### src/tpvu_pkg.sv
`default_nettype none

package tpvu_pkg;

   // Fixed-point formats.
   localparam int FRACTION_BITS      = 8;
   localparam int SINE_FRACTION_BITS = 14;
   localparam int TABLE_BITS         = 14;

   // Field widths.
   localparam int ACTION_W = 4;
   localparam int PIX_W    = 16;
   localparam int POS_W    = 24;
   localparam int HEAD_W   = 9;
   localparam int COLOR_W  = 16;
   localparam int HOME_W   = 15;

   // Configuration port.
   localparam int CSR_DATA_W = 32;
   localparam int CSR_ADDR_W = 3;
   localparam logic REG_HOME_X = 1'b0;
   localparam logic REG_HOME_Y = 1'b1;
   localparam logic [HOME_W-1:0] HOME_X_RESET = 15'd160;
   localparam logic [HOME_W-1:0] HOME_Y_RESET = 15'd120;

   // Command codes.
   localparam logic [ACTION_W-1:0] ACT_GOTO       = 4'd0;
   localparam logic [ACTION_W-1:0] ACT_SETX       = 4'd1;
   localparam logic [ACTION_W-1:0] ACT_SETY       = 4'd2;
   localparam logic [ACTION_W-1:0] ACT_PENUP      = 4'd3;
   localparam logic [ACTION_W-1:0] ACT_PENDOWN    = 4'd4;
   localparam logic [ACTION_W-1:0] ACT_SETHEADING = 4'd5;
   localparam logic [ACTION_W-1:0] ACT_RIGHT      = 4'd6;
   localparam logic [ACTION_W-1:0] ACT_LEFT       = 4'd7;
   localparam logic [ACTION_W-1:0] ACT_FORWARD    = 4'd8;
   localparam logic [ACTION_W-1:0] ACT_HOME       = 4'd9;
   localparam logic [ACTION_W-1:0] ACT_COLOR      = 4'd10;
   localparam logic [ACTION_W-1:0] ACT_RESET      = 4'd11;

   // Angles.
   localparam int DEG_QUARTER = 90;
   localparam int DEG_FULL    = 360;
   localparam int TABLE_LAST  = DEG_QUARTER;

   // Heading modulo: bias the sum positive, then multiply by a reciprocal of 360.
   localparam int MOD_W       = 17;
   localparam int MOD_BIAS    = DEG_FULL * 92;
   localparam int RECIP_SHIFT = 22;
   localparam int RECIP_W     = 14;
   localparam logic [RECIP_W-1:0] RECIP = 14'd11651;
   localparam int MOD_Q_W     = 8;
   localparam int MOD_P_W     = MOD_W + RECIP_W;

   // Sine magnitude and forward step widths.
   localparam int SINE_W    = SINE_FRACTION_BITS + 1;
   localparam int SINE_UP   = (SINE_FRACTION_BITS >= TABLE_BITS) ?
                              SINE_FRACTION_BITS - TABLE_BITS : 0;
   localparam int SINE_DN   = (SINE_FRACTION_BITS < TABLE_BITS) ?
                              TABLE_BITS - SINE_FRACTION_BITS : 0;
   localparam int STEP_UP   = (FRACTION_BITS >= SINE_FRACTION_BITS) ?
                              FRACTION_BITS - SINE_FRACTION_BITS : 0;
   localparam int STEP_DN   = (SINE_FRACTION_BITS > FRACTION_BITS) ?
                              SINE_FRACTION_BITS - FRACTION_BITS : 0;
   localparam int PROD_W    = PIX_W + SINE_W;
   localparam int STEP_W    = PROD_W + STEP_UP + 1;
   localparam int SUM_W     = STEP_W + 2;
   localparam int POS_MAX   = 2 ** (POS_W - 1) - 1;
   localparam int POS_MIN   = -(2 ** (POS_W - 1));
   localparam int PIX_MAX   = 2 ** (PIX_W - 1) - 1;
   localparam int PIX_MIN   = -(2 ** (PIX_W - 1));

   localparam logic [TABLE_BITS:0] QUARTER_SINE [0:TABLE_LAST] = '{
      15'd0,     15'd286,   15'd572,   15'd857,   15'd1143,  15'd1428,  15'd1713,
      15'd1997,  15'd2280,  15'd2563,  15'd2845,  15'd3126,  15'd3406,  15'd3686,
      15'd3964,  15'd4240,  15'd4516,  15'd4790,  15'd5063,  15'd5334,  15'd5604,
      15'd5872,  15'd6138,  15'd6402,  15'd6664,  15'd6924,  15'd7182,  15'd7438,
      15'd7692,  15'd7943,  15'd8192,  15'd8438,  15'd8682,  15'd8923,  15'd9162,
      15'd9397,  15'd9630,  15'd9860,  15'd10087, 15'd10311, 15'd10531, 15'd10749,
      15'd10963, 15'd11174, 15'd11381, 15'd11585, 15'd11786, 15'd11982, 15'd12176,
      15'd12365, 15'd12551, 15'd12733, 15'd12911, 15'd13085, 15'd13255, 15'd13421,
      15'd13583, 15'd13741, 15'd13894, 15'd14044, 15'd14189, 15'd14330, 15'd14466,
      15'd14598, 15'd14726, 15'd14849, 15'd14968, 15'd15082, 15'd15191, 15'd15296,
      15'd15396, 15'd15491, 15'd15582, 15'd15668, 15'd15749, 15'd15826, 15'd15897,
      15'd15964, 15'd16026, 15'd16083, 15'd16135, 15'd16182, 15'd16225, 15'd16262,
      15'd16294, 15'd16322, 15'd16344, 15'd16362, 15'd16374, 15'd16382, 15'd16384
   };

   typedef struct packed {
      logic [ACTION_W-1:0]     action;
      logic signed [PIX_W-1:0] coord_x;
      logic signed [PIX_W-1:0] coord_y;
      logic signed [PIX_W-1:0] angle;
      logic signed [PIX_W-1:0] distance;
      logic [COLOR_W-1:0]      color_value;
   } req_type;

   typedef struct packed {
      logic                    line_valid;
      logic signed [PIX_W-1:0] line_x0;
      logic signed [PIX_W-1:0] line_y0;
      logic signed [PIX_W-1:0] line_x1;
      logic signed [PIX_W-1:0] line_y1;
      logic [COLOR_W-1:0]      line_color;
      logic signed [POS_W-1:0] position_x;
      logic signed [POS_W-1:0] position_y;
      logic [HEAD_W-1:0]       heading_out;
      logic                    pen_is_down;
   } rsp_type;

   // Sine magnitude for 0..90 degrees in the working sine format.
   function automatic logic [SINE_W-1:0] sine_mag(input logic [6:0] deg);
      logic [31:0] v;
      v = (deg > 7'(TABLE_LAST)) ? 32'd0 : 32'(QUARTER_SINE[deg]);
      v = v << SINE_UP;
      v = (v + ((32'd1 << SINE_DN) >> 1)) >> SINE_DN;
      return v[SINE_W-1:0];
   endfunction

   // Sign and magnitude of sin(h) for a heading of 0..359 degrees.
   function automatic logic [SINE_W:0] sine_of(input logic [HEAD_W-1:0] h);
      logic [HEAD_W-1:0] r;
      logic [1:0]        q;
      logic [6:0]        idx;
      if (h >= HEAD_W'(3 * DEG_QUARTER)) begin
         q = 2'd3;
         r = h - HEAD_W'(3 * DEG_QUARTER);
      end else if (h >= HEAD_W'(2 * DEG_QUARTER)) begin
         q = 2'd2;
         r = h - HEAD_W'(2 * DEG_QUARTER);
      end else if (h >= HEAD_W'(DEG_QUARTER)) begin
         q = 2'd1;
         r = h - HEAD_W'(DEG_QUARTER);
      end else begin
         q = 2'd0;
         r = h;
      end
      idx = q[0] ? 7'(HEAD_W'(DEG_QUARTER) - r) : r[6:0];
      return {q[1], sine_mag(idx)};
   endfunction

   // Saturate a wide position value to the position range.
   function automatic logic signed [POS_W-1:0] sat_pos(input logic signed [SUM_W-1:0] v);
      logic signed [SUM_W-1:0] hi;
      logic signed [SUM_W-1:0] lo;
      hi = SUM_W'(POS_MAX);
      lo = SUM_W'(POS_MIN);
      if (v > hi) begin
         return hi[POS_W-1:0];
      end else if (v < lo) begin
         return lo[POS_W-1:0];
      end
      return v[POS_W-1:0];
   endfunction

endpackage

`default_nettype wire

### src/turtle_pen_vector_unit_top.sv
`default_nettype none

// Turtle pen unit. Each item on the req_ channel is one pen command (go to, set x,
// set y, pen up, pen down, set heading, turn right, turn left, forward, home, set
// color, reset), and each command returns exactly one item on the rsp_ channel with
// the position, heading and pen state after the command, plus a line segment when a
// move is made with the pen down. Positions are signed 24-bit values with 8 fraction
// bits and saturate at the ends of their range; segment ends are whole pixels,
// truncated toward zero. An item passes through an input register and a result
// register, from which its result is offered on the rsp_ channel. A new item can be
// accepted in every cycle for a sustained rate of one item per clock while the rsp_
// channel is not stalled. The longest path per item is the sine table lookup
// feeding a 16 by 15 bit multiply and the saturating add of the forward move, and
// in parallel the reciprocal multiply of the heading modulo. Home coordinates are
// written through the register port (home_x at byte address 0, home_y at 4); the
// user must write them only while the unit is idle; the unit does not enforce it.
module turtle_pen_vector_unit_top import tpvu_pkg::*; (
   input  wire logic                  clock,
   input  wire logic                  reset,
   input  wire logic                  req_valid,
   output logic                       req_stall,
   input  wire req_type               req_data,
   output logic                       rsp_valid,
   input  wire logic                  rsp_stall,
   output rsp_type                    rsp_data,
   input  wire logic                  psel,
   input  wire logic                  penable,
   input  wire logic                  pwrite,
   input  wire logic [CSR_ADDR_W-1:0] paddr,
   input  wire logic [CSR_DATA_W-1:0] pwdata,
   output logic [CSR_DATA_W-1:0]      prdata,
   output logic                       pready
);

   // Convert a whole pixel to the position format, saturating.
   function automatic logic signed [POS_W-1:0] pixel_to_pos(
      input logic signed [PIX_W-1:0] p);
      logic signed [SUM_W-1:0] w;
      w = SUM_W'(p);
      w = w <<< FRACTION_BITS;
      return sat_pos(w);
   endfunction

   // Whole pixel of a position, truncated toward zero and clamped.
   function automatic logic signed [PIX_W-1:0] pos_to_pixel(
      input logic signed [POS_W-1:0] v);
      logic [POS_W-1:0]      mag;
      logic signed [POS_W:0] s;
      mag = v[POS_W-1] ? POS_W'(-v) : POS_W'(v);
      mag = mag >> FRACTION_BITS;
      s   = v[POS_W-1] ? -signed'({1'b0, mag}) : signed'({1'b0, mag});
      if (s > (POS_W+1)'(PIX_MAX)) begin
         return PIX_W'(PIX_MAX);
      end else if (s < (POS_W+1)'(PIX_MIN)) begin
         return PIX_W'(PIX_MIN);
      end
      return s[PIX_W-1:0];
   endfunction

   // distance * sin, scaled to the position format, rounding half away from zero.
   function automatic logic signed [SUM_W-1:0] scaled_step(
      input logic signed [PIX_W-1:0] travel,
      input logic [SINE_W:0]         sine);
      logic [PIX_W-1:0]  dmag;
      logic [PROD_W-1:0] prod;
      logic [STEP_W-1:0] m;
      logic              neg;
      dmag = travel[PIX_W-1] ? (~travel + 1'b1) : travel;
      prod = dmag * sine[SINE_W-1:0];
      m    = STEP_W'(prod) << STEP_UP;
      m    = (m + STEP_W'((2 ** STEP_DN) / 2)) >> STEP_DN;
      neg  = travel[PIX_W-1] ^ sine[SINE_W];
      return neg ? -signed'(SUM_W'(m)) : signed'(SUM_W'(m));
   endfunction

   // Input register.
   logic    in_valid_ff, in_valid_in;
   req_type in_data_ff;

   // Result register.
   logic    out_valid_ff, out_valid_in;
   rsp_type out_data_ff, out_data_in;

   // Pen state.
   logic signed [POS_W-1:0] x_ff, x_in;
   logic signed [POS_W-1:0] y_ff, y_in;
   logic [HEAD_W-1:0]       heading_ff, heading_in;
   logic                    pen_ff, pen_in;
   logic [COLOR_W-1:0]      color_ff, color_in;

   // Configuration registers.
   logic [HOME_W-1:0] home_x_ff, home_x_in;
   logic [HOME_W-1:0] home_y_ff, home_y_in;

   logic advance;
   logic fire;
   logic accept;
   logic csr_write;

   // Heading modulo datapath.
   logic signed [MOD_W:0]  head_sum;
   logic [MOD_W-1:0]       mod_v;
   logic [MOD_P_W-1:0]     mod_p;
   logic [MOD_Q_W-1:0]     mod_q;
   logic [MOD_W-1:0]       mod_r;
   logic [HEAD_W-1:0]      head_mod;

   // Forward move datapath.
   logic [HEAD_W:0]         cos_sum;
   logic [HEAD_W-1:0]       cos_head;
   logic signed [SUM_W-1:0] step_x;
   logic signed [SUM_W-1:0] step_y;
   logic signed [POS_W-1:0] fwd_x;
   logic signed [POS_W-1:0] fwd_y;
   logic signed [POS_W-1:0] home_px;
   logic signed [POS_W-1:0] home_py;

   logic moved;
   logic draw;

   // The pipeline moves when the result register is empty or being taken.
   assign advance   = !out_valid_ff || !rsp_stall;
   assign fire      = in_valid_ff && advance;
   assign req_stall = in_valid_ff && !advance;
   assign accept    = req_valid && !req_stall;

   assign in_valid_in  = accept ? 1'b1 : (fire ? 1'b0 : in_valid_ff);
   assign out_valid_in = fire ? 1'b1 : (rsp_stall ? out_valid_ff : 1'b0);

   assign rsp_valid = out_valid_ff;
   assign rsp_data  = out_data_ff;

   // Register port. Only bit 2 of the address selects a register.
   assign pready    = 1'b1;
   assign csr_write = psel && penable && pwrite && pready;
   assign home_x_in = (csr_write && paddr[2] == REG_HOME_X) ? pwdata[HOME_W-1:0] : home_x_ff;
   assign home_y_in = (csr_write && paddr[2] == REG_HOME_Y) ? pwdata[HOME_W-1:0] : home_y_ff;
   assign prdata    = (paddr[2] == REG_HOME_Y) ? CSR_DATA_W'(home_y_ff)
                                               : CSR_DATA_W'(home_x_ff);

   // Heading modulo 360. The biased sum is always positive and below 2^17, where
   // the reciprocal quotient is exact; the final compare covers any off-by-one.
   always_comb begin
      case (in_data_ff.action)
         ACT_RIGHT: head_sum = signed'((MOD_W+1)'(heading_ff))
                               + (MOD_W+1)'(in_data_ff.angle);
         ACT_LEFT:  head_sum = signed'((MOD_W+1)'(heading_ff))
                               - (MOD_W+1)'(in_data_ff.angle);
         default:   head_sum = (MOD_W+1)'(in_data_ff.angle);
      endcase
      mod_v = MOD_W'(head_sum + (MOD_W+1)'(MOD_BIAS));
      mod_p = mod_v * RECIP;
      mod_q = MOD_Q_W'(mod_p >> RECIP_SHIFT);
      mod_r = mod_v - MOD_W'(MOD_W'(mod_q) * MOD_W'(DEG_FULL));
      head_mod = (mod_r >= MOD_W'(DEG_FULL)) ? HEAD_W'(mod_r - MOD_W'(DEG_FULL))
                                             : HEAD_W'(mod_r);
   end

   // Forward move: x gains dist*sin(h), y loses dist*sin(h+90).
   always_comb begin
      cos_sum  = (HEAD_W+1)'(heading_ff) + (HEAD_W+1)'(DEG_QUARTER);
      cos_head = (cos_sum >= (HEAD_W+1)'(DEG_FULL)) ?
                 HEAD_W'(cos_sum - (HEAD_W+1)'(DEG_FULL)) : HEAD_W'(cos_sum);
      step_x   = scaled_step(in_data_ff.distance, sine_of(heading_ff));
      step_y   = scaled_step(in_data_ff.distance, sine_of(cos_head));
      fwd_x    = sat_pos(SUM_W'(x_ff) + step_x);
      fwd_y    = sat_pos(SUM_W'(y_ff) - step_y);
      home_px  = pixel_to_pos(signed'({1'b0, home_x_ff}));
      home_py  = pixel_to_pos(signed'({1'b0, home_y_ff}));
   end

   // Command decode and next state.
   always_comb begin
      x_in       = x_ff;
      y_in       = y_ff;
      heading_in = heading_ff;
      pen_in     = pen_ff;
      color_in   = color_ff;
      moved      = 1'b0;
      case (in_data_ff.action)
         ACT_GOTO: begin
            x_in  = pixel_to_pos(in_data_ff.coord_x);
            y_in  = pixel_to_pos(in_data_ff.coord_y);
            moved = 1'b1;
         end
         ACT_SETX: begin
            x_in  = pixel_to_pos(in_data_ff.coord_x);
            moved = 1'b1;
         end
         ACT_SETY: begin
            y_in  = pixel_to_pos(in_data_ff.coord_y);
            moved = 1'b1;
         end
         ACT_PENUP:      pen_in = 1'b0;
         ACT_PENDOWN:    pen_in = 1'b1;
         ACT_SETHEADING: heading_in = head_mod;
         ACT_RIGHT:      heading_in = head_mod;
         ACT_LEFT:       heading_in = head_mod;
         ACT_FORWARD: begin
            x_in  = fwd_x;
            y_in  = fwd_y;
            moved = 1'b1;
         end
         ACT_HOME: begin
            x_in  = home_px;
            y_in  = home_py;
            moved = 1'b1;
         end
         ACT_COLOR: color_in = in_data_ff.color_value;
         ACT_RESET: begin
            // Jump home without drawing and leave the pen down; the color is kept.
            x_in       = home_px;
            y_in       = home_py;
            heading_in = '0;
            pen_in     = 1'b1;
         end
         default: begin
         end
      endcase

      // Moves never change the pen, so the current pen state decides drawing.
      draw = moved && pen_ff;

      out_data_in.line_valid  = draw;
      out_data_in.line_x0     = draw ? pos_to_pixel(x_ff) : '0;
      out_data_in.line_y0     = draw ? pos_to_pixel(y_ff) : '0;
      out_data_in.line_x1     = draw ? pos_to_pixel(x_in) : '0;
      out_data_in.line_y1     = draw ? pos_to_pixel(y_in) : '0;
      out_data_in.line_color  = draw ? color_ff : '0;
      out_data_in.position_x  = x_in;
      out_data_in.position_y  = y_in;
      out_data_in.heading_out = heading_in;
      out_data_in.pen_is_down = pen_in;
   end

   always_ff @(posedge clock) begin
      if (reset) begin
         in_valid_ff  <= 1'b0;
         out_valid_ff <= 1'b0;
         x_ff         <= '0;
         y_ff         <= '0;
         heading_ff   <= '0;
         pen_ff       <= 1'b0;
         color_ff     <= '0;
         home_x_ff    <= HOME_X_RESET;
         home_y_ff    <= HOME_Y_RESET;
      end else begin
         in_valid_ff  <= in_valid_in;
         out_valid_ff <= out_valid_in;
         home_x_ff    <= home_x_in;
         home_y_ff    <= home_y_in;
         if (fire) begin
            x_ff       <= x_in;
            y_ff       <= y_in;
            heading_ff <= heading_in;
            pen_ff     <= pen_in;
            color_ff   <= color_in;
         end
      end
   end

   // Payload registers.
   always_ff @(posedge clock) begin
      if (accept) begin
         in_data_ff <= req_data;
      end
      if (fire) begin
         out_data_ff <= out_data_in;
      end
   end

endmodule

`default_nettype wire

### config.mk
export PLATFORM = sky130hd
export DESIGN_NAME = turtle_pen_vector_unit_top
export DESIGN_NICKNAME = d
export VERILOG_FILES = /design/src/tpvu_pkg.sv /design/src/turtle_pen_vector_unit_top.sv
export SDC_FILE = /design/constraint.sdc
export NUM_CORES = 2
export LEC_CHECK = 0
export BUFFER_PORTS_ARGS = -buffer_cell sky130_fd_sc_hd__clkbuf_2
export CAP_MARGIN = 20
export CORE_MARGIN = 1.5
export CORE_UTILIZATION = 55
export CTS_CLUSTER_DIAMETER = 50
export DETAILED_ROUTE_END_ITERATION = 8
export PLACE_DENSITY = 0.75
export SKIP_LAST_GASP = 1
export SLEW_MARGIN = 20
export SYNTH_ARGS = -nofsm -noshare
export SYNTH_HDL_FRONTEND = slang
export SYNTH_SLANG_ARGS = --single-unit
### constraint.sdc
create_clock -name clock -period 18.4 [get_ports clock]
set_clock_uncertainty 0.2 [all_clocks]
set_input_delay 0.92 -clock clock [delete_from_list [all_inputs] [get_ports clock]]
set_output_delay 0.92 -clock clock [all_outputs]
set_load 0.02 [all_outputs]
; ---- Word level (Yosys, flattened, before mapping)
; Memory sizes are Yosys's and may differ from the RTL's.
; Cells that the tools add are included.
[totals]
reg_bits = 329
romBits = 3840
output_inout_bits = 174
memories = 2
[classes]
n_addsub = 30
n_mul = 4
order_cmp = 32
eq_ne = 12
n_mux = 100
bitwise_logic = 6
reduce_logical = 20
[mem_list]
columns = name, words, word_bits, read_ports, rd_clocked_by_memory_dff, wr, line_no
row1 = (name not given), 128, 15, 1, 0, 0, tpvu_pkg.sv:113  ; v = (deg > 7'(TABLE_LAST)) ? 32'd0 : 32'(QUARTER_SINE[deg]);
row2 = (name not given), 128, 15, 1, 0, 0, tpvu_pkg.sv:113
[op_table]
columns = operator, count
row1 = $mux W24, 24
row2 = $mux W16, 13
row3 = $pmux W24 S4, 2
row4 = $mux W15, 7
row5 = $gt A25 B16 Y1 const B, 4
row6 = $lt A25 B16 Y1 const B, 4
row7 = $mux W25, 4
row8 = $neg A16 Y25, 4
row9 = $lt A24 B24 Y1 const B, 4
row10 = $neg A24 Y24, 4
row11 = $gt A34 B24 Y1 const B, 2
row12 = $lt A34 B24 Y1 const B, 2
row13 = $mux W34, 2
row14 = $neg A26 Y34, 2
row15 = $add A31 B6 Y32 const B, 2
row16 = $mul A16 B15 Y31, 2
row17 = $mux W7, 8
row18 = $gt A24 B24 Y1 const B, 2
row19 = $gt A23 B23 Y1 const B, 2
row20 = $add A24 B34 Y34, 1
row21 = $pmux W17 S2, 1
row22 = $sub A24 B34 Y34, 1
row23 = $mux W1, 31
row24 = $mul A17 B14 Y30 const B, 1
row25 = 41 further kinds, 75

; ---- Depth between registers and ports, before layout
[logic_depth]
ltp_word = 32
ltp_mapped = 99
ltp_nobuf = 89

; ---- Worst setup path after synthesis
; OpenSTA, ideal clock, no wires.
[synth_timing]
path_type = register -> register
start = register heading_ff[2]
end = register out_data_ff, in the netlist rsp_data[82], data pin
setup_ns = 0.270
arrival_ns = 18.863
required_time_ns = 17.930
setup_slack_ns = -0.933
path_stages_with_launch = 95
path_buffers = 10
synth_period_minus_slack_ns = 19.333
path_cell_list = dfxtp_1 ha_1 buf_2 buf_2 xnor2_1 inv_1 ha_1 buf_1 nor2b_1 or4_1 o21ai_0 a21oi_1 or4_1 buf_2 o31ai_4 buf_2 and2_1 xnor2_1 [... 59 more ...] xnor2_1 or2_2 o21ai_0 a31oi_1 nand3b_1 a21oi_1 o21a_1 buf_2 o21ai_0 xor2_1 ha_1 o311ai_0 nor4_1 mux2i_1 o41ai_1 a21oi_1 o21ai_1 a21oi_1
[synth_lines]
columns = item, line_no
row1 = "start, declared", turtle_pen_vector_unit_top.sv:87  ; logic [HEAD_W-1:0] heading_ff, heading_in;
row2 = "start signal, assigned", turtle_pen_vector_unit_top.sv:255  ; heading_ff <= heading_in;
row3 = "end signal, assigned", turtle_pen_vector_unit_top.sv:268  ; out_data_ff <= out_data_in;
row4 = "end, declared", turtle_pen_vector_unit_top.sv:82  ; rsp_type out_data_ff, out_data_in;

; ---- Worst setup path in the final report
[layout_timing]
start = register heading_ff[3]
end = register out_data_ff, in the netlist rsp_data[82], data pin
[layout_between]
elab_chain_cells = 32
word_cells_on_any_way = 47
cone_classes = add/sub: 11 / mul: 1 / order compare: 9 / mux: 23 / bitwise: 2 / memory: 1
[layout_lines]
columns = item, line_no
row1 = $add A9 B7 Y10 *, turtle_pen_vector_unit_top.sv:161  ; cos_sum = (HEAD_W+1)'(heading_ff) + (HEAD_W+1)'(DEG_QUARTER);
row2 = $sub A9 B9 Y9 / $ge A10 B9 Y1 (equally long branches), "turtle_pen_vector_unit_top.sv:163, turtle_pen_vector_unit_top.sv:162"
row3 = $mux W9 *, turtle_pen_vector_unit_top.sv:162  ; cos_head = (cos_sum >= (HEAD_W+1)'(DEG_FULL)) ?
row4 = $ge A9 B7 Y1 / $sub A7 B7 Y7 (equally long branches), "tpvu_pkg.sv:130, tpvu_pkg.sv:132"
row5 = $mux W7, tpvu_pkg.sv:130  ; end else if (h >= HEAD_W'(DEG_QUARTER)) begin
row6 = $mux W7, tpvu_pkg.sv:127  ; end else if (h >= HEAD_W'(2 * DEG_QUARTER)) begin
row7 = $mux W7, tpvu_pkg.sv:124  ; if (h >= HEAD_W'(3 * DEG_QUARTER)) begin
row8 = $sub A7 B7 Y7, tpvu_pkg.sv:137  ; idx = q[0] ? 7'(HEAD_W'(DEG_QUARTER) - r) : r[6:0];
row9 = [... 16 more ...], -
row10 = $neg A24 Y24, turtle_pen_vector_unit_top.sv:49  ; mag = v[POS_W-1] ? POS_W'(-v) : POS_W'(v);
row11 = $mux W24, turtle_pen_vector_unit_top.sv:49
row12 = $neg A16 Y25, turtle_pen_vector_unit_top.sv:51  ; s = v[POS_W-1] ? -signed'({1'b0, mag}) : signed'({1'b0, mag});
row13 = $mux W25 *, turtle_pen_vector_unit_top.sv:51
row14 = $lt A25 B16 Y1, turtle_pen_vector_unit_top.sv:54  ; end else if (s < (POS_W+1)'(PIX_MIN)) begin
row15 = $mux W1, turtle_pen_vector_unit_top.sv:54
row16 = $mux W1, turtle_pen_vector_unit_top.sv:52  ; if (s > (POS_W+1)'(PIX_MAX)) begin
row17 = $mux W16 *, turtle_pen_vector_unit_top.sv:57  ; return s[PIX_W-1:0];
; Every way passes the cells marked *; elsewhere a longest branch is shown, timed or not. The select of a mux whose other input is x is not followed.
; A chain may end at the register's enable or synchronous reset.

==> load_flow_metrics.sql <==
INSERT INTO impl_metrics (metric_group, metric, value, unit) VALUES
('outcome', 'status', 'finished, violations left', ''),
('clock_tree', 'cts_root_buf', 'clkbuf_16', ''),
('layout', 'mostFrequentLayoutCells', 'nand2_1, inv_1, nor2_1', ''),
('setup_path', 'critical_path_class', 'register to register', ''),
('clock_tree', 'tritoncts', 'built', ''),
('synth', 'gate_count_post_synth', '6010', ''),
('timing', 'holdWs', '0.250', 'ns'),
('floorplanning', 'design.core.area', '88600', 'sq um'),
('floorplanning', 'die_area', '91600', 'sq um'),
('floorplanning', 'core.rowCount', '109', ''),
('timing', 'pin_slew_with_the_least_headroom_to_its_limit', '1.06', 'ns'),
('layout', 'area_growth', '16.0', '%'),
('setup_path', 'critical_path.endpoint_type', 'register', ''),
('layout', 'post_route_cells_drive_above_1_share', '0.173', ''),
('placement', 'dp_hpwl', '123000', 'microns'),
('outcome', 'violated_checks', 'design-rule violations', ''),
('grt', 'first_pass_grt_wire_length', '246000', 'microns'),
('run', 'maxCapViolations', '0', ''),
('synth', 'synthesis.area', '49400', 'sq um'),
('layout', 'mostFrequentLayoutCell', 'nand2_1', ''),
('routing', 'finalWirelength', '159000', 'microns'),
('floorplanning', 'io-pin-count', '300', ''),
('clock_tree', 'h_tree_lvls', '2', ''),
('routing', 'detailedRoute.firstIterationViolations', '4825', ''),
('clock_tree', 'cts.reportedPaths.clkPinSlew', '0.06', 'ns'),
('clock_tree', 'num_cts_buffers', '43', ''),
('timing', 'timing_hold_violations_final', '0', ''),
('worst_hold_path', 'whs_endpoint', 'color_ff[14]', ''),
('worst_hold_path', 'hold-path-cell-count', '2', ''),
('timing', 'finalSetupViolCount', '0', ''),
('synth', 'ys_ff_latch', '329', ''),
('synth', 'synth_async_sr_flop_share', '0', ''),
('grt', 'grt_overflow', '0', ''),
('timing', 'fmax', '56.3', 'MHz'),
('timing', 'max_slew_margin', '0.288', ''),
('timing', 'minimum_clock_period_after_layout', '17.75', 'ns'),
('clock_tree', 'clkSinkCount', '329', ''),
('clock_tree', 'ctsLongestPathBuffers', '3', ''),
('routing', 'dr.pass1.iters', '9', ''),
('routing', 'route.antenna.remaining_nets', '0', ''),
('floorplanning', 'effective_utilization_at_floorplan', '0.557', ''),
('clock_tree', 'clk-insertion-delay-late', '0.64', 'ns'),
('grt', 'grt_pass1_vias', '45100', ''),
('synth', 'warnings_synthesis', '0', ''),
('timing', 'drv_slew', '0', ''),
('setup_path', 'r2r-start', 'heading_ff[3]', ''),
('floorplanning', 'floorplan.die.width', '303', 'microns'),
('setup_path', 'cpPeakStageDelay', '0.58', 'ns'),
('placement', 'io_buffer_count', '262', ''),
('routing', 'drc_errors', '13', ''),
('setup_path', 'worst-r2r-cell-count', '84', ''),
('setup_path', 'slowest_stage', 'or4_4', ''),
('synth', 'synth-edff-count', '223', ''),
('layout', 'number_of_nets_at_the_end_of_the_flow', '7563', ''),
('grt', 'grt_antenna_before_repair', '5', ''),
('routing', 'route.vias.total', '46800', ''),
('worst_hold_path', 'hp-class', 'register to register', ''),
('setup_path', 'worst_setup_path_start_kind', 'register', ''),
('clock_tree', 'postCtsHoldBufs', '0', ''),
('setup_path', 'critPathRequiredTime', '18.55', 'ns'),
('setup_path', 'wp_data_arrival', '17.90', 'ns'),
('synth', 'seq_area_frac_synth', '0.178', ''),
('routing', 'routed_wire_length_per_instance', '20.5', 'microns'),
('floorplanning', 'chipHeight', '303', 'microns'),
('grt', 'globalRouteTotalUtil', '0.338', ''),
('grt', 'grt_start_max_net_pins', '119', ''),
('setup_path', 'cpMostUsedCell', 'buf_4', ''),
('worst_hold_path', 'worst_hold_startpoint', 'color_ff[14]', ''),
('timing', 'unrepaired_setup_endpoints_after_global_routing', 'true', ''),
('synth', 'syn-mean-instance-area', '8.22', 'sq um'),
('setup_path', 'crit_fanout', '16', ''),
('routing', 'drt-vias-per-instance', '6.06', ''),
('placement', 'globalplace.congestion', '0.979', ''),
('synth', 'synth.distinct_cells', '120', ''),
('setup_path', 'rrSetupSlack', '0.65', 'ns'),
('synth', 'synth_top_flop_cell', 'edfxtp_1', ''),
('setup_path', 'reg2reg_to', 'rsp_data[82]', ''),
('timing', 'post-route-period-util', '0.965', '');
[timing repair]
action,CTS,global route
setup buffers,1,41
resized for setup,9,171
endpoints found under the hold margin,0,0
gates cloned,0,3
pin swaps,3,52
setup endpoints to repair,11,32
[per-stage QoR]
step | instances | setup slack (ns) | utilization | TNS [ns] | cell area, sq um
after floorplan | 6026 | -0.0262 | - | -0.0262 | 49600
after global placement | 7598 | 0.0571 | 0.617 | 0 | 54700
after detailed placement | 7598 | -0.234 | 0.617 | -1.36 | 54700
after CTS | 7678 | 0.00348 | 0.633 | 0 | 56200
after global routing | 7726 | -0.183 | 0.646 | -1.64 | 57300
final | 7726 | 0.652 | 0.646 | 0 | 57300
[metal layers]
| layer | global-route usage | vias to the layer above | wire length [microns] |
|---|---|---|---|
| li1 | - | 21700 | - |
| met4 | 0.133 | 0 | 6590 |
| met2 | 0.557 | 2146 | 74600 |
| met3 | 0.0509 | 380 | 13300 |
| met5 | 0 | - | 0 |
| met1 | 0.448 | 22600 | 64200 |
[cells in the mapped netlist (all sizes together), types with 41 or more instances]
master  count  area (sq um)
nand2     812          3050
inv       621          2330
nor2      547          2060
ha        479          5990
fa        435          8710
a21oi     354          1800
o21ai     304          1540
clkbuf    254           953
edfxtp    223          6700
xnor2     208          1830
nor3      133           702
xor2      125          1110
dfxtp     106          2120
nand3     104           526
a21o      101           758
and2       94           591
buf        77           462
a211oi     61           483
a31oi      61           388
or3        53           347
nand2b     48           300
nand4      46           303
o21a       46           345
nor4       41           263
[worst max-delay path: cells and delay by family, from the launching register on]
kind                     cells  cell delay, ns
flip-flops                   1            0.34
XOR/XNOR                     6            0.98
adder cells (fa/ha/maj)     12            4.45
buffers and inverters       20            2.21
multiplexers                 1            0.16
AND/OR/NAND/NOR             19            4.71
AO/OA/AOI/OAI               26            4.41
[state kept, by name, indices dropped and copies added, names as in the netlist]
signal and cells:
rsp_data 139, in_data_ff 84, x_ff 24, y_ff 24
color_ff 16, home_x_ff 15, home_y_ff 15, heading_ff 9
in_valid_ff 1, pen_ff 1, rsp_valid 1
[how the worst max path moves through the flow]
stage / to / slack (ns) / from / cells after the start
detailed placement: rsp_data[82] / -0.23 / heading_ff[3] / 86
global route: rsp_data[82] / -0.18 / heading_ff[3] / 85
finish: rsp_data[82] / 0.65 / heading_ff[3] / 84
CTS: rsp_data[82] / 0.003 / heading_ff[3] / 85
floorplan: rsp_data[82] / -0.03 / heading_ff[3] / 95
global placement: rsp_data[82] / 0.06 / heading_ff[3] / 86
[cells by family after synthesis]
| group | after synthesis | synth area share |
|---|---|---|
| xor gates and xnor gates | 333 | 0.0596 |
| DFF | 329 | 0.178 |
| and+or+nand+nor | 2058 | 0.191 |
| AOI/OAI and AO/OA | 1372 | 0.187 |
| muxes | 45 | 0.0101 |
| adders and majority gates | 914 | 0.298 |
| other | 2 | 0.000152 |
| buffers and inverters | 957 | 0.0762 |
[final cells by class]
type	instances	area, sq um
tap	1165	1460
multi-input combinational	4740	37800
fill	7507	31300
sequential	329	8820
inverter	626	2360
clock inverter	25	270
clock buffer	54	1170
antenna	4	10.0
timing repair buffer	783	5380
Power is left out: the tool's default activity adds up to more than one toggle a clock period on the data nets, which glitch-free logic cannot reach.
